### config.mk
export PLATFORM = sky130hd
export DESIGN_NAME = pfb_ram
export DESIGN_NICKNAME = d
export VERILOG_FILES = /design/src/rtl/pfb_ram.sv
export SDC_FILE = /design/constraint.sdc
export NUM_CORES = 2
export LEC_CHECK = 0
export BUFFER_PORTS_ARGS = -buffer_cell sky130_fd_sc_hd__buf_2
export CORE_ASPECT_RATIO = 1.1
export CORE_MARGIN = 2
export CORE_UTILIZATION = 35
export DETAILED_ROUTE_END_ITERATION = 16
export SKIP_CTS_REPAIR_TIMING = 1
export SLEW_MARGIN = 20
export SYNTH_ARGS = -nofsm -noshare
export SYNTH_HDL_FRONTEND = slang
export SYNTH_SLANG_ARGS = --single-unit
### constraint.sdc
create_clock -name clk -period 5.9 [get_ports clk]
set_input_delay 0.295 -clock clk [delete_from_list [all_inputs] [get_ports clk]]
set_output_delay 0.295 -clock clk [all_outputs]
set_load 0.05 [all_outputs]
### src/rtl/pfb_ram.sv
module pfb_ram #(
    parameter int WIDTH = 8,
    parameter int DEPTH = 256
) (
    input  logic                     clk,
    input  logic                     wr_en,
    input  logic [$clog2(DEPTH)-1:0] wr_addr,
    input  logic [WIDTH-1:0]         wr_data,
    input  logic [$clog2(DEPTH)-1:0] rd_addr,
    output logic [WIDTH-1:0]         rd_data
);

    logic [WIDTH-1:0] mem_reg [DEPTH];
    logic [WIDTH-1:0] rd_data_reg;

    // one write port, one registered read port (old data on collision)
    always_ff @(posedge clk)
    begin
        if (wr_en)
        begin
            mem_reg[wr_addr] <= wr_data;
        end
        rd_data_reg <= mem_reg[rd_addr];
    end

    assign rd_data = rd_data_reg;

endmodule

### After elaboration in Yosys (flattened, before gate mapping)

Memories as Yosys holds them, arrays and structs flattened. A register that Yosys moved wholly into a read port is not among the register bits.
Cells that the tools add are included.

* flip-flop bits (word level): 0
* memory bits (writable): 2048
* output and inout port bits: 8
* logic and storage cells: 3
* memories kept: 1

* multiplexer cells: 2

Memories
* mem_reg: words 256, bits a word 8, rd ports 1, clocked after memory_dff 1, wr ports 1, RTL line 13 `logic [WIDTH-1:0] mem_reg [DEPTH];`

Operators with widths (number)
* 1-bit two-way mux: 2

### Depth between registers and ports, before layout

* depth in word-level cells: 2
* depth in mapped cells: 11
* mapped depth without buffers: 6

### Worst setup path before layout

No wires, ideal clock.

* path kind: input to register
* from: in rd_addr[0]
* to: reg rd_data_reg[2] (netlist: rd_data[2]), read port of mem_reg
* setup time: 131 ps
* data arrival time: 2102 ps
* data required time: 5769 ps
* setup slack: 3667 ps
* stages on the path: 9
* path buffers: 4
* cells stage by stage: buf_6 > buf_12 > buf_8 > buf_2 > mux4_2 > a22oi_1 > a21oi_1 > nor4_1 > nor4_2

RTL lines
* start, declared: RTL line 9 `input logic [$clog2(DEPTH)-1:0] rd_addr,`
* end, declared: RTL line 14 `logic [WIDTH-1:0] rd_data_reg;`

==> metrics <==
max reg flops=2048; Worst Tran Pin Value=1.17 ns; residual DRC count=0; Clk Latency, worst-skew pair=0.85 ns; antenna violations before repair=18; core area=226000 um2; CP arrival=4.26 ns; CP Capture Type=register; GR Util All Layers=0.173; Die W=459 um; first-pass GRT wire length=290 mm; cell count after placement=6589; Tcrit/Tclk final=0.606; number of synthesized flops with an enable pin=2048; Critical Path RT=6.58 ns; Final Hold Viols=0; RSZ-0062 raised after global routing=false; Routed WL=202 mm; DRT iter0 DRCs=4578; layout cell share with drive strength beyond 1=0.223; Synth cell types=55; Cells after Synth=3733; DRT antenna net count=0; async set-reset flop share out of synthesis=0; area post-placement=83100 um2; startpoint types=input pin; routed length per instance=29.0 um; drt pass-1 iters=7; Pwr Total=30.4 mW; die height=504 um; Worst Hold Launch=wr_data[6]; Site Rows=183; detailed-route via count=38600; H-tree depth=4; post-DP HPWL=123 mm; Synth Net Count=3759; Final Util=0.397; Pwr Density=339 nW/um2; worst vdd ir=0.000254 V; Vias per Instance=5.54; port bufs=33; Max Cap Viol=0; worst-path cell chain=buf_8 -> buf_4 -> mux4_2 -> nand2b_1 -> a311oi_1 -> o221ai_1 -> a211oi_1 -> nor4_1; Ports=34; syn avg cell area=21.3 um2; clock root cell=clkbuf_16; Seq cells post-synth=2056; Post-Syn Area=79600 um2; Worst slew margin=0.215; Clock transition at path regs=0.06 ns; peak fanout along the critical path=59; CTS tree=built; Final nets=3865; TNS Setup=0 ns; clk buf depth=3; Final GP Congestion=0.831; gr ovfl total=0; Synth area leaders=edfxtp_1 (77%), mux4_2 (13%), mux2i_1 (1.7%); Critical Path Slowest Stage Cell=a211oi_1; worst hold path class=input pin to register; crit-path max cell delay=0.93 ns; warning count from the yosys run=0; post-route cell area=89600 um2; initial core utilization=0.352; critical path type=input pin to register; Static Leak=27.2 nW; r2r startpoint=mem_reg[43][5]; Area growth, synth to finish=12.7%; total CTS buffers=204; Non-Filler Instances=6970; outcome=complete, no violations; die area=231000 um2; pre-CTS setup slack=1.55 ns; Top FF cell, synth=edfxtp_1; Final Skew=0.0348 ns; dominant cell type by area after synthesis=edfxtp_1; vias in the first global route=39000; clock sink count=2056; # setup viols final=0; crit path from=rd_addr[0]; Yosys top cell area share=0.773; final worst slack=2.32 ns; pin count of the biggest net entering global routing=205; Min Hold Slack=0.0116 ns; Peak Freq=280 MHz; Slew Viols, Final=0; Tmin final=3.58 ns; sequential area share after synthesis=0.775
-- cells in the mapped netlist, types with 16 or more instances --
master and count:
buf_1 22, nor4_1 24, buf_2 31, edfxtp_1 2048, nand3_1 34, buf_6 21
a211oi_1 16, nor2b_1 31, nor2_1 282, o221ai_1 46, mux4_2 454, nor3_1 22
a21oi_1 96, mux2i_1 134, buf_4 27, clkbuf_1 111, o22ai_1 28, nand2_1 33
a22oi_1 133
-- cell type report --
| class | count | area, um2 |
|---|---|---|
| Timing Repair Buffer | 133 | 1210 |
| Multi-Input combinational cell | 1442 | 16500 |
| Antenna cell | 5 | 12.5 |
| Sequential cell | 2056 | 61700 |
| Clock inverter | 128 | 1200 |
| Clock buffer | 244 | 5310 |
| Inverter | 2 | 7.51 |
| Fill cell | 19700 | 136000 |
| Tap cell | 2960 | 3700 |
-- worst max-delay path: cells and delay by family --
family | cells | cell delay [ns]
compound gates | 3 | 1.66
buf+inv | 2 | 1.30
mux | 1 | 0.59
simple gates | 2 | 0.24
-- report_power, final --
| group | switching [mW] | internal [mW] | leakage (nW) | total [mW] |
|---|---|---|---|---|
| sequential | 0.0299 | 16.1 | 18.5 | 16.1 |
| combinational | 0.994 | 0.483 | 5.51 | 1.48 |
| clock | 5.52 | 7.27 | 3.17 | 12.8 |
-- path summary, 6_finish.rpt --
check	end	slack [ns]	depth (start not counted)
hold / removal	mem_reg[86][6]	0.01	1
setup / recovery	rd_data[5]	2.32	8
setup reg to reg	rd_data[5]	3.01	6
hold reg to reg	rd_data[2]	1.06	5
-- cells in the final DEF, fill, tap and decap left out, types with 37 or more instances in the layout --
master / n
edfxtp_1: 2048
mux4_2: 454
clkbuf_16: 206
nor2_1: 277
o221ai_1: 46
a21oi_1: 96
mux2i_1: 134
buf_4: 82
clkbuf_1: 37
clkinv_1: 56
a22oi_1: 133
-- cells by family after synthesis --
logic type	count (synthesis)	share of synthesized area
AO/OA/AOI/OAI	385	0.0342
flip-flops	2056	0.775
multiplexers	591	0.146
AND/OR/NAND/NOR	466	0.0263
buffers and inverters	235	0.0183
-- layer usage --
| metal | up-vias | GRT usage | share of wire |
|---|---|---|---|
| li1 | 15900 | - | - |
| met1 | 20800 | 0.233 | 0.41 |
| met2 | 1546 | 0.284 | 0.50 |
| met3 | 334 | 0.0280 | 0.065 |
| met4 | 4 | 0.0574 | 0.032 |
| met5 | - | 0 | 0.00010 |
(Power assumes the default switching activity.)
