===== src/rtl/pfb_pkg.sv =====
package pfb_pkg;

    // display geometry
    localparam int DISPLAY_WIDTH  = 192;
    localparam int DISPLAY_HEIGHT = 96;
    localparam int PAGES          = (DISPLAY_HEIGHT + 7) / 8;
    localparam int FB_SIZE        = DISPLAY_WIDTH * PAGES;
    localparam int ADDR_W         = $clog2(FB_SIZE);

    // refresh stream layout
    localparam int HDR_LEN   = 9;
    localparam int HDR_POS_W = $clog2(HDR_LEN);
    localparam int POS_W     = $clog2(FB_SIZE + HDR_LEN);

    // field widths
    localparam int COL_W     = 8;
    localparam int ROW_W     = 7;
    localparam int BYTE_W    = 8;
    localparam int BIT_W     = 3;
    localparam int CFG_IDX_W = 2;

    // configuration register indexes
    localparam logic [CFG_IDX_W-1:0] CFG_BLIT_WIDTH  = 2'd0;
    localparam logic [CFG_IDX_W-1:0] CFG_BLIT_HEIGHT = 2'd1;
    localparam logic [CFG_IDX_W-1:0] CFG_BLIT_INVERT = 2'd2;

    // configuration reset values
    localparam logic [COL_W-1:0] BLIT_WIDTH_RST  = 8'd8;
    localparam logic [ROW_W-1:0] BLIT_HEIGHT_RST = 7'd8;

    // window header bytes
    localparam logic [BYTE_W-1:0] HDR_CMD_MODE   = 8'hF0;
    localparam logic [BYTE_W-1:0] HDR_ARG_MODE   = 8'h10;
    localparam logic [BYTE_W-1:0] HDR_CMD_COL    = 8'h15;
    localparam logic [BYTE_W-1:0] HDR_COL_START  = 8'h00;
    localparam logic [BYTE_W-1:0] HDR_COL_END    = 8'(DISPLAY_WIDTH - 1);
    localparam logic [BYTE_W-1:0] HDR_CMD_PAGE   = 8'h75;
    localparam logic [BYTE_W-1:0] HDR_PAGE_START = 8'h00;
    localparam logic [BYTE_W-1:0] HDR_PAGE_END   = 8'(PAGES - 1);
    localparam logic [BYTE_W-1:0] HDR_CMD_WRITE  = 8'h5C;

    typedef enum logic [1:0] {
        FUNC_PLOT    = 2'd0,
        FUNC_BLIT    = 2'd1,
        FUNC_REFRESH = 2'd2,
        FUNC_NONE    = 2'd3
    } pfb_func_t;

    typedef enum logic [2:0] {
        ST_CLEAR,
        ST_IDLE,
        ST_PLOT,
        ST_BLIT,
        ST_FETCH,
        ST_OUT
    } pfb_state_t;

    typedef struct packed {
        pfb_func_t          func;
        logic [COL_W-1:0]   pixel_x;
        logic [ROW_W-1:0]   pixel_y;
        logic               pixel_on;
        logic [BYTE_W-1:0]  image_byte;
        logic               blit_start;
    } pfb_req_t;

    typedef struct packed {
        logic [BYTE_W-1:0]  out_byte;
        logic               is_data;
        logic               byte_valid;
        logic               frame_last;
        logic               blit_done;
    } pfb_rsp_t;

    typedef struct packed {
        logic [COL_W-1:0]   width;
        logic [ROW_W-1:0]   height;
        logic               invert;
    } pfb_blit_cfg_t;

    typedef struct packed {
        logic               load;
        logic               step;
    } pfb_blit_ctl_t;

    typedef struct packed {
        logic               valid;
        logic [COL_W:0]     x;
        logic [ROW_W:0]     y;
        logic               on;
    } pfb_pix_t;

    typedef struct packed {
        logic [BYTE_W-1:0]  value;
        logic               is_data;
    } pfb_hdr_t;

    // pixel on the display
    function automatic logic pix_visible(input logic [COL_W:0] x, input logic [ROW_W:0] y);
        return (x < (COL_W + 1)'(DISPLAY_WIDTH)) && (y < (ROW_W + 1)'(DISPLAY_HEIGHT));
    endfunction

    // byte address: column plus page times display width
    function automatic logic [ADDR_W-1:0] pix_addr(input logic [COL_W:0] x,
                                                   input logic [ROW_W:0] y);
        logic [ADDR_W-1:0] base;
        base = ADDR_W'(y >> BIT_W) * ADDR_W'(DISPLAY_WIDTH);
        return base + ADDR_W'(x);
    endfunction

    // window header lookup
    function automatic pfb_hdr_t hdr_lookup(input logic [HDR_POS_W-1:0] pos);
        pfb_hdr_t h;
        unique case (pos)
            4'd0:    h = '{value: HDR_CMD_MODE,   is_data: 1'b0};
            4'd1:    h = '{value: HDR_ARG_MODE,   is_data: 1'b1};
            4'd2:    h = '{value: HDR_CMD_COL,    is_data: 1'b0};
            4'd3:    h = '{value: HDR_COL_START,  is_data: 1'b1};
            4'd4:    h = '{value: HDR_COL_END,    is_data: 1'b1};
            4'd5:    h = '{value: HDR_CMD_PAGE,   is_data: 1'b0};
            4'd6:    h = '{value: HDR_PAGE_START, is_data: 1'b1};
            4'd7:    h = '{value: HDR_PAGE_END,   is_data: 1'b1};
            default: h = '{value: HDR_CMD_WRITE,  is_data: 1'b0};
        endcase
        return h;
    endfunction

endpackage


===== src/rtl/pfb_blit.sv =====
module pfb_blit import pfb_pkg::*; (
    input  logic          clk,
    input  logic          rst_n,
    input  pfb_blit_ctl_t ctl,
    input  pfb_req_t      req,
    input  pfb_blit_cfg_t cfg,
    output pfb_pix_t      pix,
    output logic          finish,
    output logic          active
);

    logic [COL_W-1:0]  cursor_col_reg, cursor_col_next;
    logic [ROW_W-1:0]  cursor_row_reg, cursor_row_next;
    logic [COL_W-1:0]  origin_col_reg, origin_col_next;
    logic [ROW_W-1:0]  origin_row_reg, origin_row_next;
    logic              active_reg, active_next;
    logic [BIT_W-1:0]  bit_cnt_reg, bit_cnt_next;
    logic [BYTE_W-1:0] shift_reg, shift_next;

    logic [COL_W-1:0]  col_inc;
    logic [ROW_W-1:0]  row_inc;
    logic              col_wrap;
    logic              row_end;

    // cursor advance, wrapping at the bitmap width
    always_comb
    begin
        col_inc  = cursor_col_reg + 1'b1;
        row_inc  = cursor_row_reg + 1'b1;
        col_wrap = (col_inc == cfg.width);
        row_end  = col_wrap && (row_inc == cfg.height);
    end

    // current pixel of the bitmap byte, msb first
    always_comb
    begin
        pix.valid = ctl.step && active_reg;
        pix.x     = {1'b0, origin_col_reg} + {1'b0, cursor_col_reg};
        pix.y     = {1'b0, origin_row_reg} + {1'b0, cursor_row_reg};
        pix.on    = shift_reg[BYTE_W-1] ^ cfg.invert;
        finish    = !active_reg || (bit_cnt_reg == {BIT_W{1'b1}}) || row_end;
    end

    // load a new byte or step one pixel
    always_comb
    begin
        cursor_col_next = cursor_col_reg;
        cursor_row_next = cursor_row_reg;
        origin_col_next = origin_col_reg;
        origin_row_next = origin_row_reg;
        active_next     = active_reg;
        bit_cnt_next    = bit_cnt_reg;
        shift_next      = shift_reg;
        if (ctl.load)
        begin
            shift_next   = req.image_byte;
            bit_cnt_next = '0;
            if (req.blit_start)
            begin
                origin_col_next = req.pixel_x;
                origin_row_next = req.pixel_y;
                cursor_col_next = '0;
                cursor_row_next = '0;
                active_next     = 1'b1;
            end
        end
        else if (pix.valid)
        begin
            shift_next   = {shift_reg[BYTE_W-2:0], 1'b0};
            bit_cnt_next = bit_cnt_reg + 1'b1;
            if (col_wrap)
            begin
                cursor_col_next = '0;
                cursor_row_next = row_inc;
                if (row_end)
                begin
                    active_next = 1'b0;
                end
            end
            else
            begin
                cursor_col_next = col_inc;
            end
        end
    end

    // cursor and origin state
    always_ff @(posedge clk or negedge rst_n)
    begin
        if (!rst_n)
        begin
            cursor_col_reg <= '0;
            cursor_row_reg <= '0;
            origin_col_reg <= '0;
            origin_row_reg <= '0;
            active_reg     <= 1'b0;
            bit_cnt_reg    <= '0;
        end
        else
        begin
            cursor_col_reg <= cursor_col_next;
            cursor_row_reg <= cursor_row_next;
            origin_col_reg <= origin_col_next;
            origin_row_reg <= origin_row_next;
            active_reg     <= active_next;
            bit_cnt_reg    <= bit_cnt_next;
        end
    end

    // bitmap byte shifter
    always_ff @(posedge clk)
    begin
        shift_reg <= shift_next;
    end

    assign active = active_reg;

endmodule


===== config.mk =====
export PLATFORM = sky130hd
export DESIGN_NAME = pfb_blit
export DESIGN_NICKNAME = d
export VERILOG_FILES = /design/src/rtl/pfb_pkg.sv /design/src/rtl/pfb_blit.sv
export SDC_FILE = /design/constraint.sdc
export NUM_CORES = 1
export LEC_CHECK = 0
export BUFFER_PORTS_ARGS = -buffer_cell sky130_fd_sc_hd__buf_2
export CORE_MARGIN = 2
export CORE_UTILIZATION = 42
export CTS_CLUSTER_SIZE = 8
export DETAILED_ROUTE_END_ITERATION = 16
export HOLD_SLACK_MARGIN = 0.02
export SYNTH_ARGS = -nofsm -noshare
export SYNTH_HDL_FRONTEND = slang
export SYNTH_SLANG_ARGS = --single-unit

===== constraint.sdc =====
create_clock -name clk -period 2.66 [get_ports clk]
set_input_delay 0.399 -clock clk [delete_from_list [all_inputs] [get_ports clk]]
set_output_delay 0.399 -clock clk [all_outputs]
set_load 0.005 [all_outputs]

---- Word-level counts from Yosys, hierarchy flattened ----
Cells that the tools add are included.
word-level totals
  bits in registers ....................... 42
  input bits .............................. 47
  output and inout port bits .............. 21
  logic and storage cells ................. 46
cells by class
  $add $sub $neg .......................... 5
  equality and inequality tests ........... 4
  multiplexer cells ....................... 17
  bitwise operators ....................... 1
  reductions and logical operators ........ 12
operator list
  kind                   number
  $mux W8                6
  $mux W7                4
  $add A8 B8 Y9          1
  $add A7 B7 Y8          1
  $add A8 B1 Y8 const B  1
  $eq A8 B8 Y1           1
  $add A7 B1 Y7 const B  1
  $eq A7 B7 Y1           1
  $mux W3                2
  $reduce_bool A2 Y1     3
  $mux W1                5
  $reduce_and A2 Y1      2
  $reduce_and A4 Y1      1
  $add A3 B1 Y3 const B  1
  $eq A3 B3 Y1 const B   1
  $reduce_and A3 Y1      1
  $logic_and A1 B1 Y1    2
  $logic_or A1 B1 Y1     2
  $ne A2 B1 Y1 const B   1
  $logic_not A1 Y1       1
  $xor A1 B1 Y1          1

---- Longest topological paths before layout ----
  depth after elaboration ................. 7
  mapped depth ............................ 9
  mapped depth without buffers ............ 9

---- Least setup slack after synthesis ----
OpenSTA, ideal clock, no wires.
  kind .................................... flip-flop to output port
  start point ............................. register cursor_col_reg[1]
  end point ............................... output port finish
  arrival ................................. 1.945 ns
  data required time ...................... 2.261 ns
  path slack .............................. 0.316 ns
  cell stages (with the launch flop) ...... 8
  buffers on the path ..................... 1
  cells stage by stage .................... dfrtp_1 ha_1 nor2b_1 o21a_1 o31ai_2 o2111ai_4 clkbuf_1 o21ai_0
between the ends
  cells in the longest elaborated chain, start to end .. 4
ends and longest elaborated chain
  what                      line             RTL
  start: declaration        pfb_blit.sv:12   logic [COL_W-1:0] cursor_col_reg, cursor_col_next;
  start signal: assignment  pfb_blit.sv:101  cursor_col_reg <= cursor_col_next;
  $add A8 B1 Y8             pfb_blit.sv:28   col_inc = cursor_col_reg + 1'b1;
  $eq A8 B8 Y1              pfb_blit.sv:30   col_wrap = (col_inc == cfg.width);
  $logic_and A1 B1 Y1       pfb_blit.sv:31   row_end = col_wrap && (row_inc == cfg.height);
  $logic_or A1 B1 Y1        pfb_blit.sv:41   finish = !active_reg || (bit_cnt_reg == {BIT_W{1'b1}}) || row_end;
  end: declaration          pfb_blit.sv:8    output logic finish,
Every way passes these cells.

==> results.sh <==
export IMPL_syn_num_nets=362
export IMPL_cts_max_level=2
export IMPL_coreArea_mm2=0.00676
export IMPL_power_density_mw_per_mm2=653
export IMPL_synth_edf_count=8
export IMPL_max_freq_mhz=388
export IMPL_status="complete, no violations"
export IMPL_grt_usage_pct=17.8
export IMPL_post_drt_wl_per_cell_um=14.7
export IMPL_drive_above_1_share_pct=34.0
export IMPL_instances_no_fill=448
export IMPL_clk_latency_ps=300
export IMPL_drv_slew=0
export IMPL_ys_seq_area_share_pct=37.6
export IMPL_grt_pass1_wl_um=10700
export IMPL_die_h_um=87.1
export IMPL_final_nets=435
export IMPL_yosysUniqueCellTypes=53
export IMPL_worst_path_max_delay_cell="dfrtp_1"
export IMPL_cts_tree="done"
export IMPL_syn_inst=294
export IMPL_relSlewSlack_pct=45.3
export IMPL_skew_ps=12.0
export IMPL_path_delay_family="compound AO/OA/AOI/OAI gates"
export IMPL_cts_clk_slew_worst_paths_ps=90
export IMPL_cts_max_path_buffers=2
export IMPL_rows=30
export IMPL_ios=68
export IMPL_cp_cell_sequence="ha_4, a21o_1, a21oi_2, nor2b_1, o21a_1, o41ai_2, xnor2_1, buf_2"
export IMPL_vias=2439
export IMPL_fin_tns_setup_ps=0
export IMPL_critPathMaxStageDelay_ps=430
export IMPL_r2r_slack_ps=250
export IMPL_clock_sinks=42
export IMPL_critPathLaunchType="register"
export IMPL_root_buffer="clkbuf_8"
export IMPL_hpwl_um=4740
export IMPL_period_needed_ps=2570
export IMPL_die_w_um=87.1
export IMPL_place_port_buffers=64
export IMPL_area_delta_synth_final_pct=22.0
export IMPL_worstSetupPathType="reg -> out"
export IMPL_dpl_cell_count=434
export IMPL_cap_violations=0
export IMPL_drtPass1Iterations=4
export IMPL_vias_per_cell=5.44
export IMPL_grt_max_degree=35
export IMPL_ys_ff_latch=42
export IMPL_gp_congestion=0.769
export IMPL_worstPathArrival_ps=2180
export IMPL_syn_avg_cell_area_um2=9.87
export IMPL_critPathRequiredTime_ps=2260
export IMPL_final_hold_viol_count=0
export IMPL_critical_path_buf_inv_count=1
export IMPL_grt_pass1_vias=2277
export IMPL_cts_hold_buf=0
export IMPL_drt_initial_drc_count=116
export IMPL_grt_ovfl_total=0
export IMPL_yosys_warnings=0
export IMPL_antenna_found_initial=0
export IMPL_netlist_area_mm2=0.00290
export IMPL_worst_pin_slew_ps=820
export IMPL_drc=0
export IMPL_path_max_fanout=3
export IMPL_peakVddDrop_mv=0.271
export IMPL_hold_path_class="in -> async"
export IMPL_finalSetupViolCount=0
export IMPL_p_leak_uw=0.00156
export IMPL_ys_flop_type="dfrtp_1"
export IMPL_die_area_mm2=0.00759
export IMPL_antennaDiodeCount=0
export IMPL_initial_core_util_pct=42.9
export IMPL_routed_wl_um=6570
export IMPL_finalCritPeriodShare_pct=96.8
export IMPL_nFillCells=676
export IMPL_cts_made_buffers=5
export IMPL_async_reset_ff_share_pct=81.0
export IMPL_crit_path_end_kind="primary output"
export IMPL_ant_nets=0
-- cells by family after synthesis --
logic type / after synthesis / synth area share (%)
adders and majority gates: 21 / 9.57
buffers and inverters: 33 / 4.36
AOI/OAI and AO/OA: 70 / 17.6
muxes: 23 / 8.93
DFF: 42 / 37.6
xor gates and xnor gates: 26 / 8.11
and+or+nand+nor: 79 / 13.8
-- worst register-to-register path, cell delays in order (launching register included) --
cell	delay, ps
dfrtp_2	450
ha_1	240
nor2b_2	180
a211oi_1	370
o31ai_4	140
o2111ai_4	150
buf_4	210
nand3_1	220
o311ai_0	340
-- layout by cell type (no fill, tap or decap), drive strengths merged, types with 9 or more instances in the layout --
cell,n
a21oi,11
inv,23
mux2,23
xor2,9
xnor2,17
nand2,22
buf,76
nor2,13
dfrtp,34
ha,19
nand3,11
o21ai,15
-- layer usage --
layer	part of all wire [%]	track usage [%]
met1	48	25.2
met2	47	27.8
met3	3.8	3.51
met4	0.94	5.17
met5	0	0
-- report_power, final --
group / internal, uW / switching, uW / leakage, uW
Clock: 282 / 237 / 0.0000524
Sequential: 762 / 107 / 0.000505
Combinational: 474 / 452 / 0.00100
Total: 1520 / 795 / 0.00156
-- area by class of cell --
class	instances	area [um^2]	share of cell area, %
flip-flops and latches	42	1090	30.9
inverters	23	86.3	2.44
multi-input cells	219	1740	49.2
clock inverters	1	30.0	0.848
repair buffers	76	410	11.6
clock buffers	7	76.3	2.16
well taps	80	100	2.83
-- per-stage QoR --
stage / hold slack (ps) / total power, uW / area (um^2) / util [%] / worst slack (ps)
2_1_floorplan: 103 / 1450 / 2900 / - / 316
3_3_place_gp: 495 / 1730 / 3330 / 49.2 / 185
3_5_place_dp: 501 / 1750 / 3330 / 49.2 / 206
4_1_cts: 223 / 2290 / 3450 / 51.1 / 3.80
5_1_grt: 241 / 2480 / 3540 / 52.4 / -8.94
6_report: 190 / 2310 / 3540 / 52.4 / 85.3
-- cell usage after synthesis (2+ instances only) --
library cell	n	area, um^2
a211oi_1	5	37.5
a21boi_0	2	15.0
a21o_1	4	30.0
a21oi_1	11	55.1
a31oi_1	3	18.8
and2_1	3	18.8
and3_1	3	18.8
buf_2	2	10.0
clkbuf_1	7	26.3
dfrtp_1	34	851
edfxtp_1	8	240
fa_1	2	40.0
ha_1	19	238
inv_1	23	86.3
mux2_2	23	259
nand2_1	22	82.6
nand2b_1	2	12.5
nand3_1	10	50.1
nand4_1	4	25.0
nor2_1	13	48.8
nor2b_1	7	43.8
nor3_1	6	30.0
o2111ai_1	2	17.5
o211ai_1	4	30.0
o21a_1	4	30.0
o21ai_0	15	75.1
o22ai_1	3	18.8
o311ai_0	2	17.5
o31ai_1	2	15.0
o41ai_1	2	17.5
or3_1	2	12.5
xnor2_1	16	140
xor2_1	9	78.8
-- what timing repair did --
action / 4_1_cts / 5_1_grt
gates resized for setup: 6 / 14
gates cloned: 0 / 0
pin swaps: 0 / 9
buffers inserted: 0 / 6
endpoints found under the setup margin: 3 / 6
hold endpoints to repair: 0 / 0
-- path summary, 6_finish.rpt --
path,from,end,cells after the start
setup / recovery,origin_col_reg[1]$_DFFE_PN0P_,pix[16],8
hold / removal,rst_n,active$_DFFE_PN0P_,1
setup reg to reg,cursor_col_reg[1]$_DFFE_PN0P_,cursor_col_reg[4]$_DFFE_PN0P_,8
hold reg to reg,origin_col_reg[6]$_DFFE_PN0P_,origin_col_reg[6]$_DFFE_PN0P_,1
max in group asynchronous,rst_n,cursor_col_reg[1]$_DFFE_PN0P_,1
min in group clk,req[14],origin_row_reg[4]$_DFFE_PN0P_,2
Note: power is estimated with default switching activity, not from simulation.
